**src/sv/rms_pkg.sv**
```systemverilog
// ----------------------------------------------------------------------------
// rms_pkg
// Shared widths, register codes and helpers for the running mean square block.
// ----------------------------------------------------------------------------
package rms_pkg;

  localparam int SAMPLE_BITS = 16;
  localparam int MAX_WINDOW  = 256;
  localparam int DEPTH       = MAX_WINDOW - 1;
  localparam int POS_BITS    = $clog2(DEPTH);
  localparam int WLEN_BITS   = $clog2(MAX_WINDOW) + 1;
  localparam int SQ_BITS     = 2 * SAMPLE_BITS - 1;
  localparam int SUM_BITS    = SQ_BITS + POS_BITS;
  localparam int TOTAL_BITS  = SUM_BITS + 1;
  localparam int OUT_BITS    = SQ_BITS;
  localparam int DIV_STEPS   = TOTAL_BITS;
  localparam int CNT_BITS    = $clog2(DIV_STEPS + 1);
  localparam int ADDR_BITS   = 3;
  localparam int IDX_BITS    = ADDR_BITS - 2;
  localparam int DATA_BITS   = 32;

  localparam logic [IDX_BITS-1:0]  REG_WINDOW_LEN = IDX_BITS'(0);
  localparam logic [WLEN_BITS-1:0] WLEN_RESET     = WLEN_BITS'(16);
  localparam logic [WLEN_BITS-1:0] WLEN_MIN       = WLEN_BITS'(2);
  localparam logic [WLEN_BITS-1:0] WLEN_MAX       = WLEN_BITS'(MAX_WINDOW);
  localparam logic [SQ_BITS-1:0]   SQ_MAX         = SQ_BITS'(1) << (SQ_BITS - 1);

  typedef enum logic [4:0] {
    ST_IDLE   = 5'b00001,
    ST_READ   = 5'b00010,
    ST_UPDATE = 5'b00100,
    ST_DIV    = 5'b01000,
    ST_OUTQ   = 5'b10000
  } state_t;

  function automatic logic [SQ_BITS-1:0] square_of(input logic signed [SAMPLE_BITS-1:0] s);
    logic signed [2*SAMPLE_BITS-1:0] p;
    p = s * s;
    return p[SQ_BITS-1:0];
  endfunction

endpackage

```
**src/sv/rms_div.sv**
```systemverilog
// ----------------------------------------------------------------------------
// rms_div
// Restoring divider, one quotient bit per cycle, window length divisor.
// ----------------------------------------------------------------------------
module rms_div (
  input  logic                               clk,
  input  logic                               rst,
  input  logic                               start,
  input  logic [rms_pkg::TOTAL_BITS-1:0]     dividend,
  input  logic [rms_pkg::WLEN_BITS-1:0]      divisor,
  output logic                               done,
  output logic [rms_pkg::OUT_BITS-1:0]       quotient
);

  logic [rms_pkg::TOTAL_BITS-1:0] quo;
  logic [rms_pkg::WLEN_BITS-1:0]  rem;
  logic [rms_pkg::CNT_BITS-1:0]   cnt;
  logic [rms_pkg::WLEN_BITS:0]    trial;
  logic [rms_pkg::WLEN_BITS:0]    diff;
  logic                           ge;
  logic [rms_pkg::WLEN_BITS-1:0]  rem_next;

  always_comb begin
    trial    = {rem, quo[rms_pkg::TOTAL_BITS-1]};
    ge       = trial >= {1'b0, divisor};
    diff     = trial - {1'b0, divisor};
    rem_next = ge ? diff[rms_pkg::WLEN_BITS-1:0] : trial[rms_pkg::WLEN_BITS-1:0];
  end

  always_ff @(posedge clk) begin
    if (rst) begin
      cnt  <= '0;
      done <= 1'b0;
    end else begin
      done <= 1'b0;
      if (start) begin
        cnt <= rms_pkg::CNT_BITS'(rms_pkg::DIV_STEPS);
      end else if (cnt != '0) begin
        cnt  <= cnt - rms_pkg::CNT_BITS'(1);
        done <= (cnt == rms_pkg::CNT_BITS'(1));
      end
    end
  end

  always_ff @(posedge clk) begin
    if (start) begin
      quo <= dividend;
      rem <= '0;
    end else if (cnt != '0) begin
      quo <= {quo[rms_pkg::TOTAL_BITS-2:0], ge};
      rem <= rem_next;
    end
  end

  assign quotient = quo[rms_pkg::OUT_BITS-1:0];

endmodule

```
**config.mk**
```make
export PLATFORM = sky130hd
export DESIGN_NAME = rms_div
export DESIGN_NICKNAME = d
export VERILOG_FILES = /design/src/sv/rms_pkg.sv /design/src/sv/rms_div.sv
export SDC_FILE = /design/constraint.sdc
export NUM_CORES = 1
export LEC_CHECK = 0
export ABC_CLOCK_PERIOD_IN_PS = 6140
export CAP_MARGIN = 20
export CELL_PAD_IN_SITES_DETAIL_PLACEMENT = 1
export CELL_PAD_IN_SITES_GLOBAL_PLACEMENT = 1
export CORE_MARGIN = 2
export CORE_UTILIZATION = 53
export CTS_CLUSTER_DIAMETER = 60
export CTS_CLUSTER_SIZE = 10
export DETAILED_ROUTE_END_ITERATION = 10
export DONT_BUFFER_PORTS = 1
export HOLD_SLACK_MARGIN = 0.03
export PLACE_DENSITY = 0.93
export SYNTH_ARGS = -nofsm -noshare
export SYNTH_HDL_FRONTEND = slang
export SYNTH_SLANG_ARGS = --single-unit
export TNS_END_PERCENT = 10
```
**constraint.sdc**
```tcl
create_clock -name clk -period 6.14 [get_ports clk]
set_input_delay 0.307 -clock clk [delete_from_list [all_inputs] [get_ports clk]]
set_output_delay 0.307 -clock clk [all_outputs]
set_load 0.01 [all_outputs]
```
==> results of run 1 <==
registers in the layout, summed over array words and instances, names as in the netlist:
register	count
quo	40
cnt	6
rem	9
done	1
metal layers:
layer | vias to the layer above | GRT usage
met3 | 8 | 0.0422
met4 | 0 | 0.0508
met5 | - | 0
met1 | 880 | 0.232
li1 | 873 | -
met2 | 82 | 0.310
power by group:
group	total, W	switching (W)	leakage, nW	internal (W)
clock	0.000197	0.000117	0.0460	0.0000800
combinational	0.000423	0.000232	0.579	0.000191
sequential	0.000613	0.0000934	0.549	0.000520
total	0.00123	0.000442	1.17	0.000791
worst max path at each step:
stage	startpoint	slack, ns	cells after the start	to
2_1_floorplan	quo[39]	3.65	10	rem[0]
3_3_place_gp	quo[39]	3.52	9	rem[0]
3_5_place_dp	quo[39]	3.35	9	rem[0]
4_1_cts	quo[39]	3.30	9	rem[0]
5_1_grt	quo[39]	3.10	9	rem[0]
6_report	quo[39]	3.25	9	rem[0]
kinds of logic (layout without fill, tap and decap cells):
group / after synthesis / count (layout) / share of synthesized area
flip-flops: 56 / 56 / 0.484
buffers and inverters: 55 / 24 / 0.106
AO/OA/AOI/OAI: 41 / 41 / 0.0932
multiplexers: 44 / 44 / 0.157
AND/OR/NAND/NOR: 52 / 52 / 0.0888
XOR/XNOR: 6 / 6 / 0.0167
adder cells (fa/ha/maj): 13 / 13 / 0.0542
metrics by stage:
step	cell area, um^2	setup slack [ns]
2_1_floorplan	3140	3.65
3_3_place_gp	2970	3.52
3_5_place_dp	2970	3.35
4_1_cts	3050	3.30
5_1_grt	3050	3.10
6_report	3050	3.25
area by class of cell:
type / instances / share of cell area
Clock inverter: 3 / 0.00574
Multi-Input combinational cell: 156 / 0.421
Clock buffer: 5 / 0.0226
Tap cell: 75 / 0.0308
Sequential cell: 56 / 0.499
Timing Repair Buffer: 1 / 0.00246
Inverter: 15 / 0.0185
Yosys cell counts (2+ instances only):
master	number
nor3_1	4
nor4_1	4
buf_2	2
nor2b_1	2
a211oi_1	3
nand3_1	2
mux2_2	41
ha_1	12
mux2i_1	3
and3_1	2
a2111oi_2	2
nand2_1	10
inv_1	15
dfxtp_1	16
o21ai_0	7
xnor2_1	5
o21a_1	2
and4_1	2
nor2_1	15
or3_1	2
edfxtp_1	40
a311oi_1	3
buf_4	31
a21oi_1	9
a21o_1	6
buf_1	2
or2_2	2
clkbuf_1	4
worst max-delay path, delay by kind of cell, from the launching register on:
kind,cells,cell delay [ns]
flip-flops,1,0.37
buffers and inverters,2,0.14
AO/OA/AOI/OAI,4,1.34
adder cells (fa/ha/maj),2,0.57
multiplexers,1,0.38
==> impl_metrics.tcl, run 1 <==
set metrics [dict create \
    die_w_um 81.0 \
    hold_depth 1 \
    skew_ns 0.0124 \
    hold_buffers 0 \
    r2r_slack_ns 3.25 \
    cts_buffer_depth 2 \
    cp.required_ns 6.36 \
    crit_type "reg2reg" \
    crit_chain "inv_1, ha_1, inv_1, fa_1, a21o_1, a2111oi_2, o21a_1, mux2_2, a211oi_1" \
    synthCells 267 \
    grt_usage 0.182 \
    coreArea_um2 5820 \
    via_count 1843 \
    hold_viol 0 \
    clk_pin_slew_ns 0.10 \
    drt_pass1_iterations 4 \
    drcViolationCount 0 \
    numPortBuffers 0 \
    rows 28 \
    start_util 0.540 \
    yosys_warnings 0 \
    finalCritPeriodShare 0.471 \
    synth_area_leaders "edfxtp_1 (38%), mux2_2 (15%), dfxtp_1 (10%)" \
    insertion_delay_ns 0.31 \
    met1_length_um 2550 \
    viasPerCell 5.93 \
    rsz0062_at_grt "false" \
    drv_cap 0 \
    maxSlewViolCount 0 \
    syn_nets 332 \
    fillers 600 \
    ff_latch_area_um2 1520 \
    hold_path_end "cnt[1]" \
    status "finished clean" \
    overflow 0 \
    synth-seq-cells 56 \
    slowest_delay_ns 0.46 \
    synth-edff-count 40 \
    fmax_ghz 0.346 \
    r2r_cells 9 \
    place_inst 303 \
    finalCriticalPeriod_ns 2.89 \
    die_area_um2 6560 \
    totalWireLength_um 5960 \
    final_cell_mix "mux2_2 (41), edfxtp_1 (40), dfxtp_1 (16), nor2_1 (15), inv_1 (15)" \
    power_leakage_nw 1.17 \
    cts_tree "done" \
    nets 300 \
    multi_input_area_um2 1290 \
    clock_sinks 56 \
    areaGrowthSynthToFinish_pct -2.83 \
    grt_pass1_wl_um 9090 \
    path_max_fanout 10 \
    cts_setup_buffers 0 \
    ir_drop_uv 166 \
    finalSetupViolations 0 \
    finalSetupTns_ns 0 \
    drt.antenna.violating_nets 0 \
    utilization 0.525 \
    async_flop_share 0 \
    crit_slowest_cell "a2111oi_2" \
    pin_count 84 \
    regToRegEndpoint "rem[0]" \
    layout-drive-gt1-share 0.237 \
    gp_congestion 0.804 \
    r2r-start "quo[39]" \
    min_from "rst" \
    syn_area_um2 3140 \
    synth_top_area_frac 0.382 \
    wl_met2_um 2830 \
    die_h_um 81.0 \
    synth_ff_type "edfxtp_1" \
    htreeDepth 2 \
    ys_seq_area_frac 0.484 \
    drt-wirelength-per-cell_um 19.2 \
    fin_hold_ws_ns 0.0462 \
    final_common_cell "mux2_2" \
    relSlewSlack 0.534 \
    yosys.area.top_type "edfxtp_1" \
    insertedDiodeCount 0 \
    grt_pass1_vias 1902 \
    highest_layer "met4" \
    power_w 0.00123 \
    worst_slew_pin_slew_ns 0.696 \
    arrival_ns 3.11 \
    hold_path.class "in2reg" \
    synth_cell_types 47 \
    power_per_cell_area_nw_per_um2 404 \
    startpoint_type "flop" \
    fin_cells 311 \
    syn_avg_cell_area_um2 11.8 \
    antenna_found_initial 0 \
    dr.first_iter.drc_count 69 \
    hpwl_um 4420 \
    numCtsBuffers 5 \
    grt_max_degree 56 \
    dr_wl_met3_um 494 \
    cts-root-buf "clkbuf_8" \
    cts_resized 0 \
    path_common_cell "inv_1" \
    end_kind "flop" \
]
Note: power is estimated with default switching activity, not from simulation.
==> inputs of run 2 (changes only) <==
--- a/config.mk
+++ b/config.mk
@@ -5,18 +5,19 @@
 export SDC_FILE = /design/constraint.sdc
 export NUM_CORES = 1
 export LEC_CHECK = 0
-export ABC_CLOCK_PERIOD_IN_PS = 6140
+export ABC_AREA = 1
+export ABC_CLOCK_PERIOD_IN_PS = 2690
 export CAP_MARGIN = 20
 export CELL_PAD_IN_SITES_DETAIL_PLACEMENT = 1
 export CELL_PAD_IN_SITES_GLOBAL_PLACEMENT = 1
 export CORE_MARGIN = 2
-export CORE_UTILIZATION = 53
+export CORE_UTILIZATION = 46
 export CTS_CLUSTER_DIAMETER = 60
 export CTS_CLUSTER_SIZE = 10
 export DETAILED_ROUTE_END_ITERATION = 10
 export DONT_BUFFER_PORTS = 1
 export HOLD_SLACK_MARGIN = 0.03
-export PLACE_DENSITY = 0.93
+export PLACE_DENSITY = 0.89
 export SYNTH_ARGS = -nofsm -noshare
 export SYNTH_HDL_FRONTEND = slang
 export SYNTH_SLANG_ARGS = --single-unit
==> constraint.sdc (replaced) <==
create_clock -name clk -period 2.69 [get_ports clk]
set_input_delay 0.1345 -clock clk [delete_from_list [all_inputs] [get_ports clk]]
set_output_delay 0.1345 -clock clk [all_outputs]
set_load 0.01 [all_outputs]
==> run 2 against run 1 <==
  * Combinational power grew to 2.7 times the previous value
  * Clock power grew 140%
  * Non-clock buffer count grew 43
  * Sequential power grew 120%
  * Core utilization grew 0.95 points
  * Wire length grew 41%
  * Sequential share of layout area shrank 8.4 points
  * Highest routed layer unchanged
==> impl_metrics.tcl, run 2 <==
set metrics [dict create \
    cts-root-buf "clkbuf_8" \
    syn_avg_cell_area_um2 7.81 \
    hold_path.class "in2reg" \
    die_w_um 88.5 \
    overflow 0 \
    combPwrFrac 0.386 \
    antenna_found_initial 0 \
    fillers 828 \
    crit_buf_inv 3 \
    async_flop_share 0 \
    place_inst 477 \
    path_max_fanout 10 \
    drcViolationCount 0 \
    worst_slew_pin_slew_ns 0.543 \
    cts_tree "done" \
    drt-wirelength-per-cell_um 16.0 \
    htreeDepth 2 \
    die_h_um 88.5 \
    grt_max_degree 45 \
    numPortBuffers 0 \
    fmax_ghz 0.485 \
    synth_area_leaders "edfxtp_1 (37%), nand2_1 (20%), dfxtp_1 (9.7%)" \
    layout-drive-gt1-share 0.0628 \
    synth-edff-count 40 \
    power_frac_seq 0.456 \
    regToRegEndpoint "rem[7]" \
    numCtsBuffers 5 \
    largest-register "quo" \
    clockPowerShare 0.159 \
    final_common_cell "nand2_1" \
    final_cell_mix "nand2_1 (178), inv_1 (43), dlygate4sd3_1 (40), edfxtp_1 (40), nand3_1 (30)" \
    hold_depth 2 \
    slowest_delay_ns 0.42 \
    arrival_ns 2.27 \
    crit_chain "inv_1, ha_1, inv_1, fa_1, nand2_1, nand2_1, nand3_2, nand2_2, nand2_4, nand2_8, nand2_1, inv_2, nor2_2, nor2_2" \
    crit_slowest_cell "edfxtp_1" \
    rsz0062_at_grt "false" \
    maxSlewViolCount 0 \
    power_leakage_nw 1.85 \
    areaGrowthSynthToFinish_pct 11.6 \
    yosys.area.top_type "edfxtp_1" \
    rows 30 \
    ir_drop_uv 308 \
    die_area_um2 7840 \
    fin_cells 526 \
    hold_path_end "quo[13]" \
    cp.required_ns 2.90 \
    nets 494 \
    synth_cell_types 29 \
    finalCritPeriodShare 0.767 \
    clk_pin_slew_ns 0.10 \
    syn_nets 486 \
    r2r-start "quo[39]" \
    ys_seq_area_frac 0.463 \
    p_int_w 0.00176 \
    finalCriticalPeriod_ns 2.06 \
    fin_hold_ws_ns 0.0374 \
    via_count 2620 \
    synth_ff_type "edfxtp_1" \
    p_switching_w 0.00120 \
    synth_commonest_cells "nand2_1 (179), inv_1 (43), edfxtp_1 (40)" \
    power_per_cell_area_nw_per_um2 805 \
    synth-seq-cells 56 \
    finalSetupViolations 0 \
    grt_usage 0.219 \
    hold_viol 0 \
    hpwl_um 5360 \
    clock_sinks 56 \
    path_common_cell "nand2_1" \
    dr.first_iter.drc_count 134 \
    totalWireLength_um 8400 \
    synthCells 421 \
    relSlewSlack 0.637 \
    startpoint_type "flop" \
    pin_count 84 \
    insertedDiodeCount 0 \
    start_util 0.479 \
    cts_buffer_depth 2 \
    grt_pass1_vias 2844 \
    end_kind "flop" \
    netSwitchingFraction 0.405 \
    largest_reg_flops 40 \
    viasPerCell 4.98 \
    r2r_cells 14 \
    crit_type "reg2reg" \
    grt_pass1_wl_um 13100 \
    yosysMostFrequentCell "nand2_1" \
    power_w 0.00295 \
    syn_area_um2 3290 \
    yosys_warnings 0 \
    drt.antenna.violating_nets 0 \
    cpLargestDelayFamily "simple AND/OR/NAND/NOR gates" \
    r2r_slack_ns 0.63 \
    min_from "dividend[13]" \
    skew_ns 0.00991 \
    finalSetupTns_ns 0 \
    drt_pass1_iterations 4 \
    gp_congestion 0.861 \
    synth_top_area_frac 0.365 \
    largestRegisters "quo x40, rem x9, cnt x6" \
    insertion_delay_ns 0.31 \
    status "finished clean" \
    coreArea_um2 6870 \
    cts_resized 0 \
    drv_cap 0 \
]
-- run 2: cell count changes after synthesis, sizes merged, moves of 5 or more --
cell | before | now
mux2 | 41 | 0
nand2 | 10 | 183
a21o | 6 | 0
inv | 15 | 47
o21ai | 8 | 3
nor2 | 15 | 28
nand3 | 2 | 31
-- run 2: how the worst max path moves through the flow --
stage               startpoint      to  slack (ns)  cells after the start
finish                 quo[39]  rem[7]        0.63                     14
CTS                    quo[39]  rem[7]        0.62                     14
global route           quo[39]  rem[7]        0.49                     14
global placement       quo[39]  quo[0]        0.78                     12
detailed placement     quo[39]  rem[7]        0.64                     14
floorplan               cnt[0]  quo[0]        0.59                      5
-- run 2: final cells by class --
type | instances | area [um^2] | area share
clock buffers | 6 | 72.6 | 0.0198
clock inverters | 2 | 16.3 | 0.00443
multi-input cells | 275 | 1310 | 0.356
repair buffers | 44 | 455 | 0.124
inverters | 47 | 176 | 0.0481
well taps | 96 | 120 | 0.0327
flip-flops and latches | 56 | 1520 | 0.415
-- run 2: kinds of logic (layout without fill, tap and decap cells) --
kind of cell | Yosys count | count (layout) | synth area share
AO/OA/AOI/OAI | 10 | 10 | 0.0167
buffers and inverters | 90 | 99 | 0.140
adder cells (fa/ha/maj) | 13 | 13 | 0.0518
XOR/XNOR | 5 | 5 | 0.0133
AND/OR/NAND/NOR | 247 | 247 | 0.315
flip-flops | 56 | 56 | 0.463
-- run 2: power groups by stage --
| stage | clock (W) | sequential [W] | combinational (W) |
|---|---|---|---|
| after floorplan | 0 | 0.00125 | 0.00102 |
| after global placement | 0 | 0.00136 | 0.00101 |
| after detailed placement | 0 | 0.00136 | 0.00107 |
| after CTS | 0.000480 | 0.00135 | 0.00114 |
| after global routing | 0.000513 | 0.00137 | 0.00130 |
| final | 0.000469 | 0.00135 | 0.00114 |
-- run 2: metal layers --
metal | track usage | wire (um) | vias to the layer above
li1 | - | - | 1293
met1 | 0.241 | 3290 | 1252
met2 | 0.424 | 4680 | 69
met3 | 0.0448 | 340 | 6
met4 | 0.0565 | 84 | 0
met5 | 0 | 0 | -
-- run 2: stage by stage --
step / utilization / setup WS [ns] / instance area (um^2)
after floorplan: - / 0.592 / 3290
after CTS: 0.534 / 0.621 / 3670
final: 0.534 / 0.627 / 3670
after detailed placement: 0.460 / 0.636 / 3160
after global routing: 0.534 / 0.491 / 3670
after global placement: 0.460 / 0.779 / 3160
-- run 2: repair_timing --
| action | 4_1_cts | 5_1_grt |
|---|---|---|
| hold endpoints to repair | 48 | 0 |
| hold buffers | 41 | 0 |
| buffers inserted | 0 | 0 |
| endpoints found under the setup margin | 0 | 0 |
==> inputs of run 3 (changes only) <==
==> config.mk (replaced) <==
export PLATFORM = sky130hd
export DESIGN_NAME = rms_div
export DESIGN_NICKNAME = d
export VERILOG_FILES = /design/src/sv/rms_pkg.sv /design/src/sv/rms_div.sv
export SDC_FILE = /design/constraint.sdc
export NUM_CORES = 1
export LEC_CHECK = 0
export ABC_AREA = 0
export ABC_CLOCK_PERIOD_IN_PS = 1800
export CAP_MARGIN = 20
export CELL_PAD_IN_SITES_DETAIL_PLACEMENT = 1
export CELL_PAD_IN_SITES_GLOBAL_PLACEMENT = 1
export CORE_MARGIN = 2
export CORE_UTILIZATION = 45
export CTS_CLUSTER_DIAMETER = 60
export CTS_CLUSTER_SIZE = 10
export DETAILED_ROUTE_END_ITERATION = 10
export DONT_BUFFER_PORTS = 1
export HOLD_SLACK_MARGIN = 0.03
export PLACE_DENSITY = 0.85
export SYNTH_ARGS = -nofsm -noshare
export SYNTH_HDL_FRONTEND = slang
export SYNTH_SLANG_ARGS = --single-unit
export TNS_END_PERCENT = 10
==> constraint.sdc (replaced) <==
create_clock -name clk -period 1.8 [get_ports clk]
set_input_delay 0.09 -clock clk [delete_from_list [all_inputs] [get_ports clk]]
set_output_delay 0.09 -clock clk [all_outputs]
set_load 0.01 [all_outputs]
==> run 3 against run 2 <==
  * The flow now finishes with violations (setup timing)
  * First-iteration DRC count fell by 34%
  * Clock skew grew 0.0037 ns
  * Critical path depth fell by 3
  * Sequential share of layout area decreased by 3.8 points
  * Highest routed layer unchanged
==> impl_metrics.tcl, run 3 (synthesis results as in run 1) <==
set metrics [dict create \
    status "finished, violations left" \
    violations "setup timing" \
    power_per_cell_area_nw_per_um2 1380 \
    post_dp_cell_area_um2 3310 \
    totalWireLength_um 9290 \
    power_leakage_nw 1.64 \
    overflow 0 \
    insertedDiodeCount 0 \
    combPwrFrac 0.493 \
    drt.antenna.violating_nets 0 \
    relSlewSlack 0.683 \
    finalSetupTns_ns -5.90 \
    netSwitchingFraction 0.374 \
    finalSetupViolations 11 \
    ir_drop_uv 611 \
    worst_slew_pin_slew_ns 0.472 \
    regToRegEndpoint "rem[3]" \
    final_area_um2 4050 \
    grt_pass1_wl_um 13400 \
    drt_pass1_iterations 4 \
    hold_path.class "in2reg" \
    die_w_um 87.5 \
    crit_type "reg2reg" \
    clockPowerShare 0.129 \
    via_count 2335 \
    fmax_ghz 0.412 \
    rows 30 \
    nets 392 \
    layout-drive-gt1-share 0.396 \
    clk_pin_slew_ns 0.11 \
    cts_buffer_depth 2 \
    critPathLaunch "quo[39]" \
    arrival_ns 2.66 \
    hold_viol 0 \
    cp.required_ns 2.03 \
    rsz0062_at_grt "true" \
    drcViolationCount 0 \
    grt_max_degree 50 \
    fin_ws_ns -0.625 \
    largest-register "quo" \
    power_frac_seq 0.378 \
    numCtsBuffers 5 \
    utilization 0.599 \
    cts-root-buf "clkbuf_8" \
    p_switching_w 0.00209 \
    viasPerCell 5.72 \
    largestRegisters "quo x40, rem x9, cnt x6" \
    grt_usage 0.234 \
    htreeDepth 2 \
    grt_pass1_vias 2525 \
    maxSlewViolCount 0 \
    final_common_cell "buf_4" \
    start_util 0.465 \
    die_area_um2 7660 \
    cts_tree "done" \
    end_kind "flop" \
    pin_count 84 \
    drt-wirelength-per-cell_um 22.8 \
    path_max_fanout 4 \
    antenna_found_initial 0 \
    finalCritPeriodShare 1.35 \
    die_h_um 87.5 \
    startpoint_type "flop" \
    drv_cap 0 \
    r2r_slack_ns -0.63 \
    largest_reg_flops 40 \
    hpwl_um 4970 \
    areaGrowthSynthToFinish_pct 28.8 \
    r2r-start "quo[39]" \
    r2r_cells 11 \
    coreArea_um2 6760 \
    gp_congestion 0.793 \
    p_int_w 0.00349 \
    final_cell_mix "buf_4 (43), dlygate4sd3_1 (42), edfxtp_1 (40), mux2_2 (39), dfxtp_1 (15)" \
    clock_sinks 56 \
    critPathCapture "rem[3]" \
    finalCriticalPeriod_ns 2.43 \
    numPortBuffers 0 \
    dr.first_iter.drc_count 88 \
    skew_ns 0.0136 \
    insertion_delay_ns 0.32 \
]
[run 3: what timing repair did]
item / 4_1_cts / 5_1_grt
hold buffers: 42 / 1
pin swaps: 11 / 10
resized for setup: 24 / 14
hold endpoints to repair: 54 / 2
setup buffers: 4 / 6
gates cloned: 0 / 0
setup endpoints to repair: 52 / 51
[run 3: worst min path at each step]
stage | start | depth (start not counted) | slack (ns) | to
detailed placement | rst | 1 | 0.16 | cnt[1]
finish | start | 1 | 0.04 | quo[39]
global route | start | 1 | 0.03 | quo[39]
CTS | start | 1 | 0.03 | quo[1]
floorplan | rst | 1 | 0.16 | cnt[1]
global placement | rst | 1 | 0.16 | cnt[1]
[run 3: critical path, cell delays in order (launching register included)]
cell	delay (ns)
edfxtp_1	0.43
inv_2	0.10
ha_4	0.13
inv_2	0.03
fa_2	0.33
a21o_1	0.22
a2111oi_4	0.34
o21a_2	0.23
buf_6	0.13
buf_4	0.11
nand2_2	0.05
a311oi_2	0.21
[run 3: cell type report]
class / instances / area (um^2)
clock buffer: 5 / 68.8
clock inverter: 3 / 22.5
fill: 683 / 2710
inverter: 15 / 56.3
multi-input combinational: 156 / 1420
sequential: 56 / 1520
tap: 80 / 100
timing repair buffer: 93 / 858
[run 3: per-stage QoR]
step	power [W]	setup slack [ns]	cells	hold slack (ns)
after floorplan	0.00349	-0.519	267	0.159
after global placement	0.00399	-0.487	349	0.160
after detailed placement	0.00410	-0.595	349	0.163
after CTS	0.00517	-0.549	403	0.0302
after global routing	0.00588	-0.674	408	0.0323
final	0.00558	-0.625	408	0.0388
[run 3: power groups by stage]
stage	combinational, W	sequential [W]	clock, W
detailed placement	0.00200	0.00211	0
global placement	0.00191	0.00208	0
finish	0.00275	0.00211	0.000717
global route	0.00296	0.00215	0.000769
floorplan	0.00156	0.00193	0
CTS	0.00236	0.00209	0.000724
[run 3: layer usage]
layer	global-route usage	vias to the layer above	share of wire
li1	-	1067	-
met1	0.267	1166	0.40
met2	0.438	86	0.53
met3	0.0481	16	0.052
met4	0.0713	0	0.019
met5	0	-	0
